**src/drc_pkg.sv**
```systemverilog
// ----------------------------------------------------------------------------
// drc_pkg
// Shared types and constants for the DMA ring drain controller.
// ----------------------------------------------------------------------------
`default_nettype none

package drc_pkg;

  localparam int unsigned RING_BYTES_DEF      = 2097152;
  localparam int unsigned SOFT_FIFO_BYTES_DEF = 536870912;

  localparam int unsigned SOFT_MARGIN = 129;
  localparam int unsigned ALIGN_BYTES = 128;

  localparam logic [19:0] INTERVAL_RESET        = 20'd1000;
  localparam logic [31:0] DMA_BASE_RESET        = 32'd0;
  localparam logic [20:0] BUSY_THRESHOLD_RESET  = 21'd1572864;
  localparam logic [19:0] INTERVAL_STEP_RESET   = 20'd1000;
  localparam logic [19:0] INTERVAL_MIN_RESET    = 20'd10000;
  localparam logic [19:0] INTERVAL_MAX_RESET    = 20'd100000;
  localparam logic [21:0] MAX_WRITE_BYTES_RESET = 22'd2097152;

  localparam int unsigned CFG_DATA_W  = 32;
  localparam int unsigned CFG_INDEX_W = 3;

  typedef enum logic [1:0] {
    OP_START   = 2'd0,
    OP_POLL    = 2'd1,
    OP_CONSUME = 2'd2,
    OP_NOP     = 2'd3
  } op_e;

  typedef enum logic [CFG_INDEX_W-1:0] {
    CFG_DMA_BASE        = 3'd0,
    CFG_BUSY_THRESHOLD  = 3'd1,
    CFG_INTERVAL_STEP   = 3'd2,
    CFG_INTERVAL_MIN    = 3'd3,
    CFG_INTERVAL_MAX    = 3'd4,
    CFG_MAX_WRITE_BYTES = 3'd5
  } cfg_index_e;

  typedef struct packed {
    logic [1:0]  opcode;
    logic [31:0] hw_write_address;
    logic [21:0] written_count;
  } item_t;

  typedef struct packed {
    logic [31:0] dma_base;
    logic [20:0] busy_threshold;
    logic [19:0] interval_step_us;
    logic [19:0] interval_min_us;
    logic [19:0] interval_max_us;
  } cfg_t;

  typedef struct packed {
    logic [20:0] copy_source_offset;
    logic [28:0] copy_dest_offset;
    logic [20:0] first_length;
    logic [20:0] second_length;
    logic        wake_writer;
    logic        hard_overflow;
  } step_t;

  typedef struct packed {
    logic [20:0] copy_source_offset;
    logic [28:0] copy_dest_offset;
    logic [20:0] first_length;
    logic [20:0] second_length;
    logic        wake_writer;
    logic [19:0] poll_interval_us;
    logic        hard_overflow;
    logic        failed;
    logic [29:0] fill_bytes;
    logic [21:0] next_write_length;
    logic        drained_after_failure;
  } result_t;

endpackage

`default_nettype wire

```
**src/drc_item_if.sv**
```systemverilog
// ----------------------------------------------------------------------------
// drc_item_if
// Input channel: one command transaction per valid/ready handshake.
// ----------------------------------------------------------------------------
`default_nettype none

interface drc_item_if;
  logic        valid;
  logic        ready;
  logic [1:0]  opcode;
  logic [31:0] hw_write_address;
  logic [21:0] written_count;

  modport source (
    output valid, opcode, hw_write_address, written_count,
    input  ready
  );

  modport sink (
    input  valid, opcode, hw_write_address, written_count,
    output ready
  );
endinterface

`default_nettype wire

```
**src/drc_result_if.sv**
```systemverilog
// ----------------------------------------------------------------------------
// drc_result_if
// Output channel: one result transaction per valid/ready handshake.
// ----------------------------------------------------------------------------
`default_nettype none

interface drc_result_if;
  logic        valid;
  logic        ready;
  logic [20:0] copy_source_offset;
  logic [28:0] copy_dest_offset;
  logic [20:0] first_length;
  logic [20:0] second_length;
  logic        wake_writer;
  logic [19:0] poll_interval_us;
  logic        hard_overflow;
  logic        failed;
  logic [29:0] fill_bytes;
  logic [21:0] next_write_length;
  logic        drained_after_failure;

  modport source (
    output valid, copy_source_offset, copy_dest_offset, first_length, second_length,
           wake_writer, poll_interval_us, hard_overflow, failed, fill_bytes,
           next_write_length, drained_after_failure,
    input  ready
  );

  modport sink (
    input  valid, copy_source_offset, copy_dest_offset, first_length, second_length,
           wake_writer, poll_interval_us, hard_overflow, failed, fill_bytes,
           next_write_length, drained_after_failure,
    output ready
  );
endinterface

`default_nettype wire

```
**src/dma_ring_drain_controller.sv**
```systemverilog
// ----------------------------------------------------------------------------
// dma_ring_drain_controller
// Bookkeeping for draining a DMA ring into a soft FIFO and feeding a writer.
//
// Usage:
//   item_i carries start, poll and consume commands; result_o returns exactly
//   one result transaction per command, in order. Configuration registers are
//   written through cfg_we_i / cfg_index_i / cfg_wdata_i, by the user only while
//   the block is idle (not enforced by the block); unknown indexes are ignored.
//   Pipeline: two register stages, step_q then result_q; a result is loaded
//   into result_q from the step_q stage once result_o can advance.
//   Throughput: one command per cycle while result_o is not stalled. The state
//   update is registered at acceptance; the writer chunk length is formed in the
//   following stage from the updated FIFO pointers.
//   Reset clears the ring and FIFO pointers, the fill and the failed flag,
//   loads the poll interval with 1000 and the registers with their defaults.
//   When result_o stalls, up to two commands stay held in the pipeline, then
//   item_i.ready drops until the receiver takes a result.
// ----------------------------------------------------------------------------
`default_nettype none

module dma_ring_drain_controller #(
  parameter int unsigned RING_BYTES      = drc_pkg::RING_BYTES_DEF,
  parameter int unsigned SOFT_FIFO_BYTES = drc_pkg::SOFT_FIFO_BYTES_DEF
) (
  input  wire logic                             clk_i,
  input  wire logic                             rst_ni,
  input  wire logic                             cfg_we_i,
  input  wire logic [drc_pkg::CFG_INDEX_W-1:0]  cfg_index_i,
  input  wire logic [drc_pkg::CFG_DATA_W-1:0]   cfg_wdata_i,
  drc_item_if.sink                              item_i,
  drc_result_if.source                          result_o
);

  localparam int unsigned FIFO_W = $clog2(SOFT_FIFO_BYTES);
  localparam int unsigned FILL_W = $clog2(SOFT_FIFO_BYTES + 1);
  localparam int unsigned LCMP_W = (FIFO_W + 1 > 22) ? FIFO_W + 1 : 22;

  drc_pkg::cfg_t     cfg_q;
  logic [21:0]       max_write_q;

  drc_pkg::item_t    item;
  drc_pkg::step_t    step;
  drc_pkg::step_t    step_q;
  logic              step_valid_q;
  drc_pkg::result_t  result_d, result_q;
  logic              result_valid_q;

  logic              accept;
  logic              advance;

  logic [FIFO_W-1:0] put;
  logic [FIFO_W-1:0] get;
  logic [FILL_W-1:0] fill;
  logic              failed;
  logic [19:0]       interval;
  logic [FIFO_W:0]   chunk;
  logic [21:0]       chunk_capped;

  always_ff @(posedge clk_i or negedge rst_ni) begin
    if (!rst_ni) begin
      cfg_q.dma_base         <= drc_pkg::DMA_BASE_RESET;
      cfg_q.busy_threshold   <= drc_pkg::BUSY_THRESHOLD_RESET;
      cfg_q.interval_step_us <= drc_pkg::INTERVAL_STEP_RESET;
      cfg_q.interval_min_us  <= drc_pkg::INTERVAL_MIN_RESET;
      cfg_q.interval_max_us  <= drc_pkg::INTERVAL_MAX_RESET;
      max_write_q            <= drc_pkg::MAX_WRITE_BYTES_RESET;
    end else if (cfg_we_i) begin
      case (drc_pkg::cfg_index_e'(cfg_index_i))
        drc_pkg::CFG_DMA_BASE:        cfg_q.dma_base         <= cfg_wdata_i;
        drc_pkg::CFG_BUSY_THRESHOLD:  cfg_q.busy_threshold   <= cfg_wdata_i[20:0];
        drc_pkg::CFG_INTERVAL_STEP:   cfg_q.interval_step_us <= cfg_wdata_i[19:0];
        drc_pkg::CFG_INTERVAL_MIN:    cfg_q.interval_min_us  <= cfg_wdata_i[19:0];
        drc_pkg::CFG_INTERVAL_MAX:    cfg_q.interval_max_us  <= cfg_wdata_i[19:0];
        drc_pkg::CFG_MAX_WRITE_BYTES: max_write_q            <= cfg_wdata_i[21:0];
        default: begin
        end
      endcase
    end
  end

  assign advance      = !result_valid_q || result_o.ready;
  assign item_i.ready = !step_valid_q || advance;
  assign accept       = item_i.valid && item_i.ready;

  assign item.opcode           = item_i.opcode;
  assign item.hw_write_address = item_i.hw_write_address;
  assign item.written_count    = item_i.written_count;

  drc_state #(
    .RING_BYTES      (RING_BYTES),
    .SOFT_FIFO_BYTES (SOFT_FIFO_BYTES)
  ) u_state (
    .clk_i      (clk_i),
    .rst_ni     (rst_ni),
    .accept_i   (accept),
    .item_i     (item),
    .cfg_i      (cfg_q),
    .step_o     (step),
    .put_o      (put),
    .get_o      (get),
    .fill_o     (fill),
    .failed_o   (failed),
    .interval_o (interval)
  );

  // State registers always match the command held in the first stage.
  always_comb begin
    if (put > get) begin
      chunk = {1'b0, put - get};
    end else begin
      chunk = (FIFO_W + 1)'(SOFT_FIFO_BYTES) - {1'b0, get};
    end
    if (fill == '0) begin
      chunk_capped = '0;
    end else if (LCMP_W'(chunk) > LCMP_W'(max_write_q)) begin
      chunk_capped = max_write_q;
    end else begin
      chunk_capped = 22'(chunk);
    end

    result_d.copy_source_offset    = step_q.copy_source_offset;
    result_d.copy_dest_offset      = step_q.copy_dest_offset;
    result_d.first_length          = step_q.first_length;
    result_d.second_length         = step_q.second_length;
    result_d.wake_writer           = step_q.wake_writer;
    result_d.poll_interval_us      = interval;
    result_d.hard_overflow         = step_q.hard_overflow;
    result_d.failed                = failed;
    result_d.fill_bytes            = 30'(fill);
    result_d.next_write_length     = chunk_capped;
    result_d.drained_after_failure = failed && (fill == '0);
  end

  always_ff @(posedge clk_i or negedge rst_ni) begin
    if (!rst_ni) begin
      step_valid_q   <= 1'b0;
      result_valid_q <= 1'b0;
    end else begin
      if (item_i.ready) begin
        step_valid_q <= item_i.valid;
      end
      if (advance) begin
        result_valid_q <= step_valid_q;
      end
    end
  end

  always_ff @(posedge clk_i) begin
    if (accept) begin
      step_q <= step;
    end
    if (advance && step_valid_q) begin
      result_q <= result_d;
    end
  end

  assign result_o.valid                 = result_valid_q;
  assign result_o.copy_source_offset    = result_q.copy_source_offset;
  assign result_o.copy_dest_offset      = result_q.copy_dest_offset;
  assign result_o.first_length          = result_q.first_length;
  assign result_o.second_length         = result_q.second_length;
  assign result_o.wake_writer           = result_q.wake_writer;
  assign result_o.poll_interval_us      = result_q.poll_interval_us;
  assign result_o.hard_overflow         = result_q.hard_overflow;
  assign result_o.failed                = result_q.failed;
  assign result_o.fill_bytes            = result_q.fill_bytes;
  assign result_o.next_write_length     = result_q.next_write_length;
  assign result_o.drained_after_failure = result_q.drained_after_failure;

endmodule

`default_nettype wire

```
**src/drc_state.sv**
```systemverilog
// ----------------------------------------------------------------------------
// drc_state
// Ring and soft FIFO bookkeeping registers with their single-pass update.
// ----------------------------------------------------------------------------
`default_nettype none

module drc_state #(
  parameter int unsigned RING_BYTES      = drc_pkg::RING_BYTES_DEF,
  parameter int unsigned SOFT_FIFO_BYTES = drc_pkg::SOFT_FIFO_BYTES_DEF,
  localparam int unsigned RING_W = $clog2(RING_BYTES),
  localparam int unsigned FIFO_W = $clog2(SOFT_FIFO_BYTES),
  localparam int unsigned FILL_W = $clog2(SOFT_FIFO_BYTES + 1)
) (
  input  wire logic                  clk_i,
  input  wire logic                  rst_ni,
  input  wire logic                  accept_i,
  input  wire drc_pkg::item_t        item_i,
  input  wire drc_pkg::cfg_t         cfg_i,
  output drc_pkg::step_t             step_o,
  output logic [FIFO_W-1:0]          put_o,
  output logic [FIFO_W-1:0]          get_o,
  output logic [FILL_W-1:0]          fill_o,
  output logic                       failed_o,
  output logic [19:0]                interval_o
);

  localparam int unsigned NCMP_W = (FILL_W > RING_W) ? FILL_W : RING_W;
  localparam int unsigned PSUM_W = ((FIFO_W > RING_W) ? FIFO_W : RING_W) + 1;
  localparam int unsigned CCMP_W = (FILL_W > 22) ? FILL_W : 22;
  localparam logic [FILL_W-1:0] SOFT_LIMIT =
    FILL_W'(SOFT_FIFO_BYTES - drc_pkg::SOFT_MARGIN);
  localparam logic [FILL_W-1:0] ALIGN_KEEP = ~FILL_W'(drc_pkg::ALIGN_BYTES - 1);

  logic [RING_W-1:0] rro_q, rro_d;
  logic [FIFO_W-1:0] put_q, put_d;
  logic [FIFO_W-1:0] get_q, get_d;
  logic [FILL_W-1:0] fill_q, fill_d;
  logic              failed_q, failed_d;
  logic [19:0]       interval_q, interval_d;

  logic [31:0]       cur;
  logic [RING_W-1:0] cur_aligned;
  logic [RING_W-1:0] n_raw;
  logic [FILL_W-1:0] room;
  logic [FILL_W-1:0] room_aligned;
  logic              room_clamp;
  logic [RING_W-1:0] n;
  logic [RING_W:0]   ring_sum;
  logic              wraps;
  logic [RING_W:0]   to_wrap;
  logic [RING_W-1:0] len1;
  logic [RING_W-1:0] len2;
  logic [PSUM_W-1:0] put_sum;
  logic [FIFO_W-1:0] put_poll;
  logic [FILL_W-1:0] fill_poll;
  logic [20:0]       iv_up;
  logic [20:0]       iv_raw;
  logic [19:0]       iv_clamped;
  logic [FILL_W-1:0] retire;
  logic [FIFO_W:0]   get_sum;
  logic [FIFO_W-1:0] get_cons;

  always_comb begin
    cur          = item_i.hw_write_address - cfg_i.dma_base;
    cur_aligned  = {cur[RING_W-1:2], 2'b00};
    n_raw        = cur_aligned - rro_q;
    room         = (fill_q < FILL_W'(SOFT_FIFO_BYTES)) ? FILL_W'(SOFT_FIFO_BYTES) - fill_q
                                                       : '0;
    room_aligned = (room != '0) ? ((room - FILL_W'(1)) & ALIGN_KEEP) : '0;
    room_clamp   = NCMP_W'(room) <= NCMP_W'(n_raw);
    n            = room_clamp ? RING_W'(room_aligned) : n_raw;

    ring_sum = {1'b0, rro_q} + {1'b0, n};
    wraps    = ring_sum > (RING_W + 1)'(RING_BYTES);
    to_wrap  = (RING_W + 1)'(RING_BYTES) - {1'b0, rro_q};
    len1     = wraps ? RING_W'(to_wrap) : n;
    len2     = wraps ? n - RING_W'(to_wrap) : '0;

    put_sum  = PSUM_W'(put_q) + PSUM_W'(n);
    put_poll = (put_sum >= PSUM_W'(SOFT_FIFO_BYTES))
             ? FIFO_W'(put_sum - PSUM_W'(SOFT_FIFO_BYTES)) : FIFO_W'(put_sum);
    fill_poll = fill_q + FILL_W'(n);

    iv_up  = {1'b0, interval_q} + {1'b0, cfg_i.interval_step_us};
    if (32'(n) < 32'(cfg_i.busy_threshold)) begin
      iv_raw = iv_up;
    end else begin
      iv_raw = (interval_q > cfg_i.interval_step_us)
             ? {1'b0, interval_q - cfg_i.interval_step_us} : '0;
    end
    if (iv_raw < {1'b0, cfg_i.interval_min_us}) begin
      iv_clamped = cfg_i.interval_min_us;
    end else if (iv_raw > {1'b0, cfg_i.interval_max_us}) begin
      iv_clamped = cfg_i.interval_max_us;
    end else begin
      iv_clamped = iv_raw[19:0];
    end

    retire   = (CCMP_W'(item_i.written_count) < CCMP_W'(fill_q))
             ? FILL_W'(item_i.written_count) : fill_q;
    get_sum  = (FIFO_W + 1)'(get_q) + (FIFO_W + 1)'(retire);
    get_cons = (get_sum >= (FIFO_W + 1)'(SOFT_FIFO_BYTES))
             ? FIFO_W'(get_sum - (FIFO_W + 1)'(SOFT_FIFO_BYTES)) : FIFO_W'(get_sum);
  end

  always_comb begin
    rro_d      = rro_q;
    put_d      = put_q;
    get_d      = get_q;
    fill_d     = fill_q;
    failed_d   = failed_q;
    interval_d = interval_q;
    step_o     = '0;
    case (drc_pkg::op_e'(item_i.opcode))
      drc_pkg::OP_START: begin
        rro_d      = {cur[RING_W-1:2], 2'b00};
        put_d      = '0;
        get_d      = '0;
        fill_d     = '0;
        failed_d   = 1'b0;
        interval_d = drc_pkg::INTERVAL_RESET;
        step_o.copy_source_offset = 21'({cur[RING_W-1:2], 2'b00});
      end
      drc_pkg::OP_POLL: begin
        if (!failed_q) begin
          if (cur[0]) begin
            failed_d             = 1'b1;
            step_o.hard_overflow = 1'b1;
          end else begin
            rro_d      = ring_sum[RING_W-1:0];
            put_d      = put_poll;
            fill_d     = fill_poll;
            interval_d = iv_clamped;
            failed_d   = fill_poll >= SOFT_LIMIT;
            step_o.copy_source_offset = 21'(rro_q);
            step_o.copy_dest_offset   = 29'(put_q);
            step_o.first_length       = 21'(len1);
            step_o.second_length      = 21'(len2);
            step_o.wake_writer        = (fill_q == '0) && (n != '0);
          end
        end
      end
      drc_pkg::OP_CONSUME: begin
        get_d  = get_cons;
        fill_d = fill_q - retire;
      end
      default: begin
      end
    endcase
  end

  always_ff @(posedge clk_i or negedge rst_ni) begin
    if (!rst_ni) begin
      rro_q      <= '0;
      put_q      <= '0;
      get_q      <= '0;
      fill_q     <= '0;
      failed_q   <= 1'b0;
      interval_q <= drc_pkg::INTERVAL_RESET;
    end else if (accept_i) begin
      rro_q      <= rro_d;
      put_q      <= put_d;
      get_q      <= get_d;
      fill_q     <= fill_d;
      failed_q   <= failed_d;
      interval_q <= interval_d;
    end
  end

  assign put_o      = put_q;
  assign get_o      = get_q;
  assign fill_o     = fill_q;
  assign failed_o   = failed_q;
  assign interval_o = interval_q;

endmodule

`default_nettype wire
```
**src/flat_wrapper.sv**
```systemverilog
// flat-port wrapper written by rule: the top's interface ports become plain ports
module dma_ring_drain_controller_flat 
#(
  parameter int unsigned RING_BYTES      = drc_pkg::RING_BYTES_DEF,
  parameter int unsigned SOFT_FIFO_BYTES = drc_pkg::SOFT_FIFO_BYTES_DEF
)
  (clk_i, rst_ni, cfg_we_i, cfg_index_i, cfg_wdata_i, item_i_valid, item_i_opcode, item_i_hw_write_address, item_i_written_count, item_i_ready, result_o_valid, result_o_copy_source_offset, result_o_copy_dest_offset, result_o_first_length, result_o_second_length, result_o_wake_writer, result_o_poll_interval_us, result_o_hard_overflow, result_o_failed, result_o_fill_bytes, result_o_next_write_length, result_o_drained_after_failure, result_o_ready);
  drc_item_if item_i_i ();
  drc_result_if result_o_i ();
  input  wire logic clk_i;
  input  wire logic rst_ni;
  input  wire logic cfg_we_i;
  input  wire logic [drc_pkg::CFG_INDEX_W-1:0] cfg_index_i;
  input  wire logic [drc_pkg::CFG_DATA_W-1:0] cfg_wdata_i;
  input wire logic [$bits(item_i_i.valid)-1:0] item_i_valid;
  input wire logic [$bits(item_i_i.opcode)-1:0] item_i_opcode;
  input wire logic [$bits(item_i_i.hw_write_address)-1:0] item_i_hw_write_address;
  input wire logic [$bits(item_i_i.written_count)-1:0] item_i_written_count;
  output wire logic [$bits(item_i_i.ready)-1:0] item_i_ready;
  output wire logic [$bits(result_o_i.valid)-1:0] result_o_valid;
  output wire logic [$bits(result_o_i.copy_source_offset)-1:0] result_o_copy_source_offset;
  output wire logic [$bits(result_o_i.copy_dest_offset)-1:0] result_o_copy_dest_offset;
  output wire logic [$bits(result_o_i.first_length)-1:0] result_o_first_length;
  output wire logic [$bits(result_o_i.second_length)-1:0] result_o_second_length;
  output wire logic [$bits(result_o_i.wake_writer)-1:0] result_o_wake_writer;
  output wire logic [$bits(result_o_i.poll_interval_us)-1:0] result_o_poll_interval_us;
  output wire logic [$bits(result_o_i.hard_overflow)-1:0] result_o_hard_overflow;
  output wire logic [$bits(result_o_i.failed)-1:0] result_o_failed;
  output wire logic [$bits(result_o_i.fill_bytes)-1:0] result_o_fill_bytes;
  output wire logic [$bits(result_o_i.next_write_length)-1:0] result_o_next_write_length;
  output wire logic [$bits(result_o_i.drained_after_failure)-1:0] result_o_drained_after_failure;
  input wire logic [$bits(result_o_i.ready)-1:0] result_o_ready;
  assign item_i_i.valid = item_i_valid;
  assign item_i_i.opcode = item_i_opcode;
  assign item_i_i.hw_write_address = item_i_hw_write_address;
  assign item_i_i.written_count = item_i_written_count;
  assign item_i_ready = item_i_i.ready;
  assign result_o_valid = result_o_i.valid;
  assign result_o_copy_source_offset = result_o_i.copy_source_offset;
  assign result_o_copy_dest_offset = result_o_i.copy_dest_offset;
  assign result_o_first_length = result_o_i.first_length;
  assign result_o_second_length = result_o_i.second_length;
  assign result_o_wake_writer = result_o_i.wake_writer;
  assign result_o_poll_interval_us = result_o_i.poll_interval_us;
  assign result_o_hard_overflow = result_o_i.hard_overflow;
  assign result_o_failed = result_o_i.failed;
  assign result_o_fill_bytes = result_o_i.fill_bytes;
  assign result_o_next_write_length = result_o_i.next_write_length;
  assign result_o_drained_after_failure = result_o_i.drained_after_failure;
  assign result_o_i.ready = result_o_ready;
  dma_ring_drain_controller #(.RING_BYTES(RING_BYTES), .SOFT_FIFO_BYTES(SOFT_FIFO_BYTES)) u_core (.clk_i(clk_i), .rst_ni(rst_ni), .cfg_we_i(cfg_we_i), .cfg_index_i(cfg_index_i), .cfg_wdata_i(cfg_wdata_i), .item_i(item_i_i), .result_o(result_o_i));
endmodule
```
**config.mk**
```make
export PLATFORM = sky130hd
export DESIGN_NAME = dma_ring_drain_controller_flat
export DESIGN_NICKNAME = d
export VERILOG_FILES = /design/src/drc_pkg.sv /design/src/drc_item_if.sv /design/src/drc_result_if.sv /design/src/dma_ring_drain_controller.sv /design/src/drc_state.sv /design/src/flat_wrapper.sv
export SDC_FILE = /design/constraint.sdc
export NUM_CORES = 1
export LEC_CHECK = 0
export BUFFER_PORTS_ARGS = -buffer_cell sky130_fd_sc_hd__buf_2
export CAP_MARGIN = 20
export CORE_UTILIZATION = 38
export CTS_BUF_LIST = sky130_fd_sc_hd__clkbuf_4 sky130_fd_sc_hd__clkbuf_8
export DETAILED_ROUTE_END_ITERATION = 12
export HOLD_SLACK_MARGIN = 0.05
export PLACE_DENSITY_LB_ADDON = 0.12
export SKIP_CTS_REPAIR_TIMING = 1
export SLEW_MARGIN = 20
export SYNTH_ARGS = -nofsm -noshare
export SYNTH_HDL_FRONTEND = slang
export SYNTH_SLANG_ARGS = --single-unit
```
**constraint.sdc**
```tcl
create_clock -name clk_i -period 16.7 [get_ports clk_i]
set_input_delay 0.835 -clock clk_i [delete_from_list [all_inputs] [get_ports clk_i]]
set_output_delay 0.835 -clock clk_i [all_outputs]
set_load 0.05 [all_outputs]
```
==> results.ini <==
[sta]
setup_viol_count_final=0
max_slew.worst_pin.slew_ps=996.3
final-hold-violation-count=0
fin_tns_setup_ps=0
fmax_mhz=70.63
rsz0062_at_grt=false
drv_slew=0
fin_crit_ps=14160
skew_ps=56.96
min_period_over_period_pct=84.78
worst_relative_slew_slack_pct=33.33

[clock_network]
cts.clk_slew.worst_paths_ps=70
ctsRootBufferMaster=sky130_fd_sc_hd__clkbuf_8
htree_num_levels=3
cts_tree=done
maximum_clock_insertion_buffer_count=3
clkLatencyLatePin_ps=790
cts.sink_count=518
cts-buffers-inserted=97

[drt]
wl_met3_mm=7.850
routedLengthMet1_mm=57.43
vias_per_cell=5.634
route.met2.wl_mm=57.94
wl_mm=126.9
detailedRoute.firstPassIterationCount=6
highest_layer=met4
ant_nets=0
drt_first_iter_violations=2496
vias=31510
average_wire_per_cell_in_the_routed_design_um=22.69
drc=0

[floorplanning]
chipHeight_um=314.6
die-area_um2=98960
pin_count=266
die_width_um=314.6
core.rowCount=114
starting_utilization_of_the_core_area_pct=38.39
core-area_um2=96710

[layout]
final_net_count=4698
seqCellArea_um2=14310
multi_input_area_um2=21300
share_of_final_layout_standard_cells_stronger_than_drive_strength_1_pct=15.60
flow.area_growth_from_synthesis_pct=13.95
filler_cell_count=9591

[outcome]
outcome=completed

[global_route]
number_of_antenna_violations_at_the_first_check_in_global_routing=6
grt_pass1_vias=30000
largest_net_degree_at_the_start_of_global_routing=111
grt-ovfl-total=0
grt_pass1_wl_mm=189.7
grt_util_all_layers_pct=25.35

[setup_path]
timing.critical_path.buf_inv=3
worst_path_largest_cell_delay_ps=520
critPathCaptureType=flop
crit_path_top_delay_cell=sky130_fd_sc_hd__o22ai_1
startpoint_type=flop
critical_path.most_common_cell=sky130_fd_sc_hd__a21o_1
cp_max_fo=35
worst_path_dominant_cell_family=compound AO/OA/AOI/OAI gates
crit_required_ps=17380
cp_data_arrival_time_ps=14840
crit_type=reg2reg

[synth]
synth.ff_latch_count=518
yosys-mux-area-fraction_pct=4.199
synthArstFlopShare_pct=49.42
synth_commonest_cells=367 x sky130_fd_sc_hd__ha_1, 335 x sky130_fd_sc_hd__nand2_1, 297 x sky130_fd_sc_hd__inv_1
avgSynthCellArea_um2=9.367
yosys.area.top_type_share_pct=21.19
syn-instance-count=3964
synth.most_common_cell=sky130_fd_sc_hd__ha_1
synth_edf_count=262
synth_sequential_area_ratio_pct=38.53
yosys.area.top_type=sky130_fd_sc_hd__edfxtp_1
synthSimpleGateAreaFrac_pct=15.46
synth_compound_gate_area_share_pct=19.28
post_synth_fa_ha_maj_area_fraction_pct=12.74
fraction_of_synthesized_cell_area_in_xor_and_xnor_cells_pct=5.281
main_combinational_cell_family_by_area_after_synthesis=compound AO/OA/AOI/OAI gates
yosys_most_used_dff=sky130_fd_sc_hd__edfxtp_1
synthTopCellsByArea=sky130_fd_sc_hd__edfxtp_1 21%, sky130_fd_sc_hd__dfrtp_1 16%, sky130_fd_sc_hd__ha_1 12%
ys_warn_count=0
cell_area_after_technology_mapping_um2=37130
synth_cell_types=100

[place]
place.gp.congestion=0.9730
hpwlAfterDp_mm=96.50
io_buffer_count=244

[job]
drv_cap=0

[worst_hold_path]
holdCritPathClass=in2async

## registers in the layout (all words and copies together), names as in the netlist, 20 cells and up
signal and cells:
u_core.result_o.next_write_length 22, u_core.u_state.fill_o 30, u_core.result_o.copy_dest_offset 29, u_core.u_state.interval_o 20, u_core.result_o.first_length 21, u_core.result_o.fill_bytes 30
u_core.u_state.get_o 29, u_core.max_write_q 22, u_core.result_o.poll_interval_us 20, u_core.result_d 94, u_core.u_state.put_o 29, u_core.result_o.second_length 21
u_core.cfg_q 102, u_core.u_state.rro_q 21, u_core.result_o.copy_source_offset 21
## final timing paths
| check | from | to | slack [ps] | cells past startpoint |
|---|---|---|---|---|
| worst max register to register | u_core.cfg_q[81]$_DFFE_PN0P_ | u_core.u_state.interval_o[0]$_DFFE_PN0P_ | 2540 | 55 |
| worst min register to register | u_core.result_d[77]$_SDFFCE_PP0P_ | u_core.result_o.second_length[1]$_DFFE_PP_ | 400 | 0 |
| worst max-delay path | u_core.cfg_q[81]$_DFFE_PN0P_ | u_core.u_state.interval_o[0]$_DFFE_PN0P_ | 2540 | 55 |
| worst min-delay path | rst_ni | u_core.cfg_q[54]$_DFFE_PN0P_ | 10 | 1 |
| min in group clk_i | cfg_wdata_i[21] | u_core.max_write_q[21]$_DFFE_PN1P_ | 320 | 2 |
| max in group asynchronous | rst_ni | u_core.u_state.get_o[7]$_DFFE_PN0P_ | 14520 | 3 |
## cell usage in the layout (no fill, tap or decap), types with 27 or more instances in the layout
| cell | netlist | layout |
|---|---|---|
| sky130_fd_sc_hd__nor2_1 | 255 | 251 |
| sky130_fd_sc_hd__mux2i_1 | 53 | 53 |
| sky130_fd_sc_hd__dfrtp_1 | 230 | 230 |
| sky130_fd_sc_hd__nor3_1 | 127 | 124 |
| sky130_fd_sc_hd__a211oi_1 | 31 | 31 |
| sky130_fd_sc_hd__buf_2 | 10 | 243 |
| sky130_fd_sc_hd__inv_1 | 297 | 297 |
| sky130_fd_sc_hd__clkbuf_4 | 0 | 28 |
| sky130_fd_sc_hd__nor2b_1 | 31 | 31 |
| sky130_fd_sc_hd__ha_1 | 367 | 367 |
| sky130_fd_sc_hd__xor2_1 | 68 | 68 |
| sky130_fd_sc_hd__mux2_2 | 90 | 90 |
| sky130_fd_sc_hd__a21o_1 | 104 | 104 |
| sky130_fd_sc_hd__o22ai_1 | 73 | 70 |
| sky130_fd_sc_hd__and2_1 | 53 | 52 |
| sky130_fd_sc_hd__nand3_1 | 94 | 94 |
| sky130_fd_sc_hd__o21ai_0 | 279 | 276 |
| sky130_fd_sc_hd__o211ai_1 | 32 | 32 |
| sky130_fd_sc_hd__o21a_1 | 42 | 41 |
| sky130_fd_sc_hd__or3_1 | 32 | 32 |
| sky130_fd_sc_hd__buf_4 | 0 | 54 |
| sky130_fd_sc_hd__edfxtp_1 | 262 | 262 |
| sky130_fd_sc_hd__nand2_1 | 335 | 335 |
| sky130_fd_sc_hd__and3_1 | 39 | 39 |
| sky130_fd_sc_hd__xnor2_1 | 154 | 154 |
| sky130_fd_sc_hd__clkbuf_8 | 0 | 109 |
| sky130_fd_sc_hd__or2_2 | 29 | 29 |
| sky130_fd_sc_hd__nand2b_1 | 36 | 36 |
| sky130_fd_sc_hd__a31oi_1 | 36 | 36 |
| sky130_fd_sc_hd__nand4_1 | 59 | 59 |
| sky130_fd_sc_hd__a21oi_1 | 219 | 217 |
| sky130_fd_sc_hd__o21bai_1 | 27 | 27 |
## cell type report
cell class / instances / area share, %
Clock buffer: 137 / 4.043
Sequential cell: 518 / 33.81
Tap cell: 1276 / 3.773
Clock inverter: 47 / 1.437
Multi-Input combinational cell: 3012 / 50.33
Timing Repair Buffer: 299 / 3.915
Antenna cell: 3 / 0.01774
Inverter: 300 / 2.667
## logic make-up after synthesis
logic type               count (synthesis)
AO/OA/AOI/OAI                         1092
buffers and inverters                  439
multiplexers                           144
AND/OR/NAND/NOR                       1173
XOR/XNOR                               223
adder cells (fa/ha/maj)                374
other                                    1
flip-flops                             518
## metrics by stage
step / hold slack [ps] / instances / setup WS (ps) / util, % / area, um^2
floorplan: 400.3 / 3969 / 4205 / - / 37150
global placement: 403.4 / 5405 / 2290 / 41.34 / 39980
detailed placement: 404.5 / 5405 / 2117 / 41.34 / 39980
CTS: 17.87 / 5589 / 2703 / 43.73 / 42290
global route: 65.69 / 5591 / 1689 / 43.75 / 42310
finish: 10.64 / 5592 / 2542 / 43.75 / 42310
## worst register-to-register path: cells and delay by family (launching register included)
kind | cells | cell delay (ps)
AO/OA/AOI/OAI | 30 | 7090
XOR/XNOR | 2 | 680
adder cells (fa/ha/maj) | 5 | 1630
buffers and inverters | 3 | 650
flip-flops | 1 | 430
multiplexers | 2 | 620
AND/OR/NAND/NOR | 13 | 2970
## metal layers
layer  vias to the layer above  global-route usage [%]
met1                     15140                   35.08
met4                         0                   8.297
met2                      1003                   40.65
met5                         -                       0
met3                       197                   3.531
li1                      15170                       -
Power is left out: the tool's default activity adds up to more than one toggle a clock period on the data nets, which glitch-free logic cannot reach.
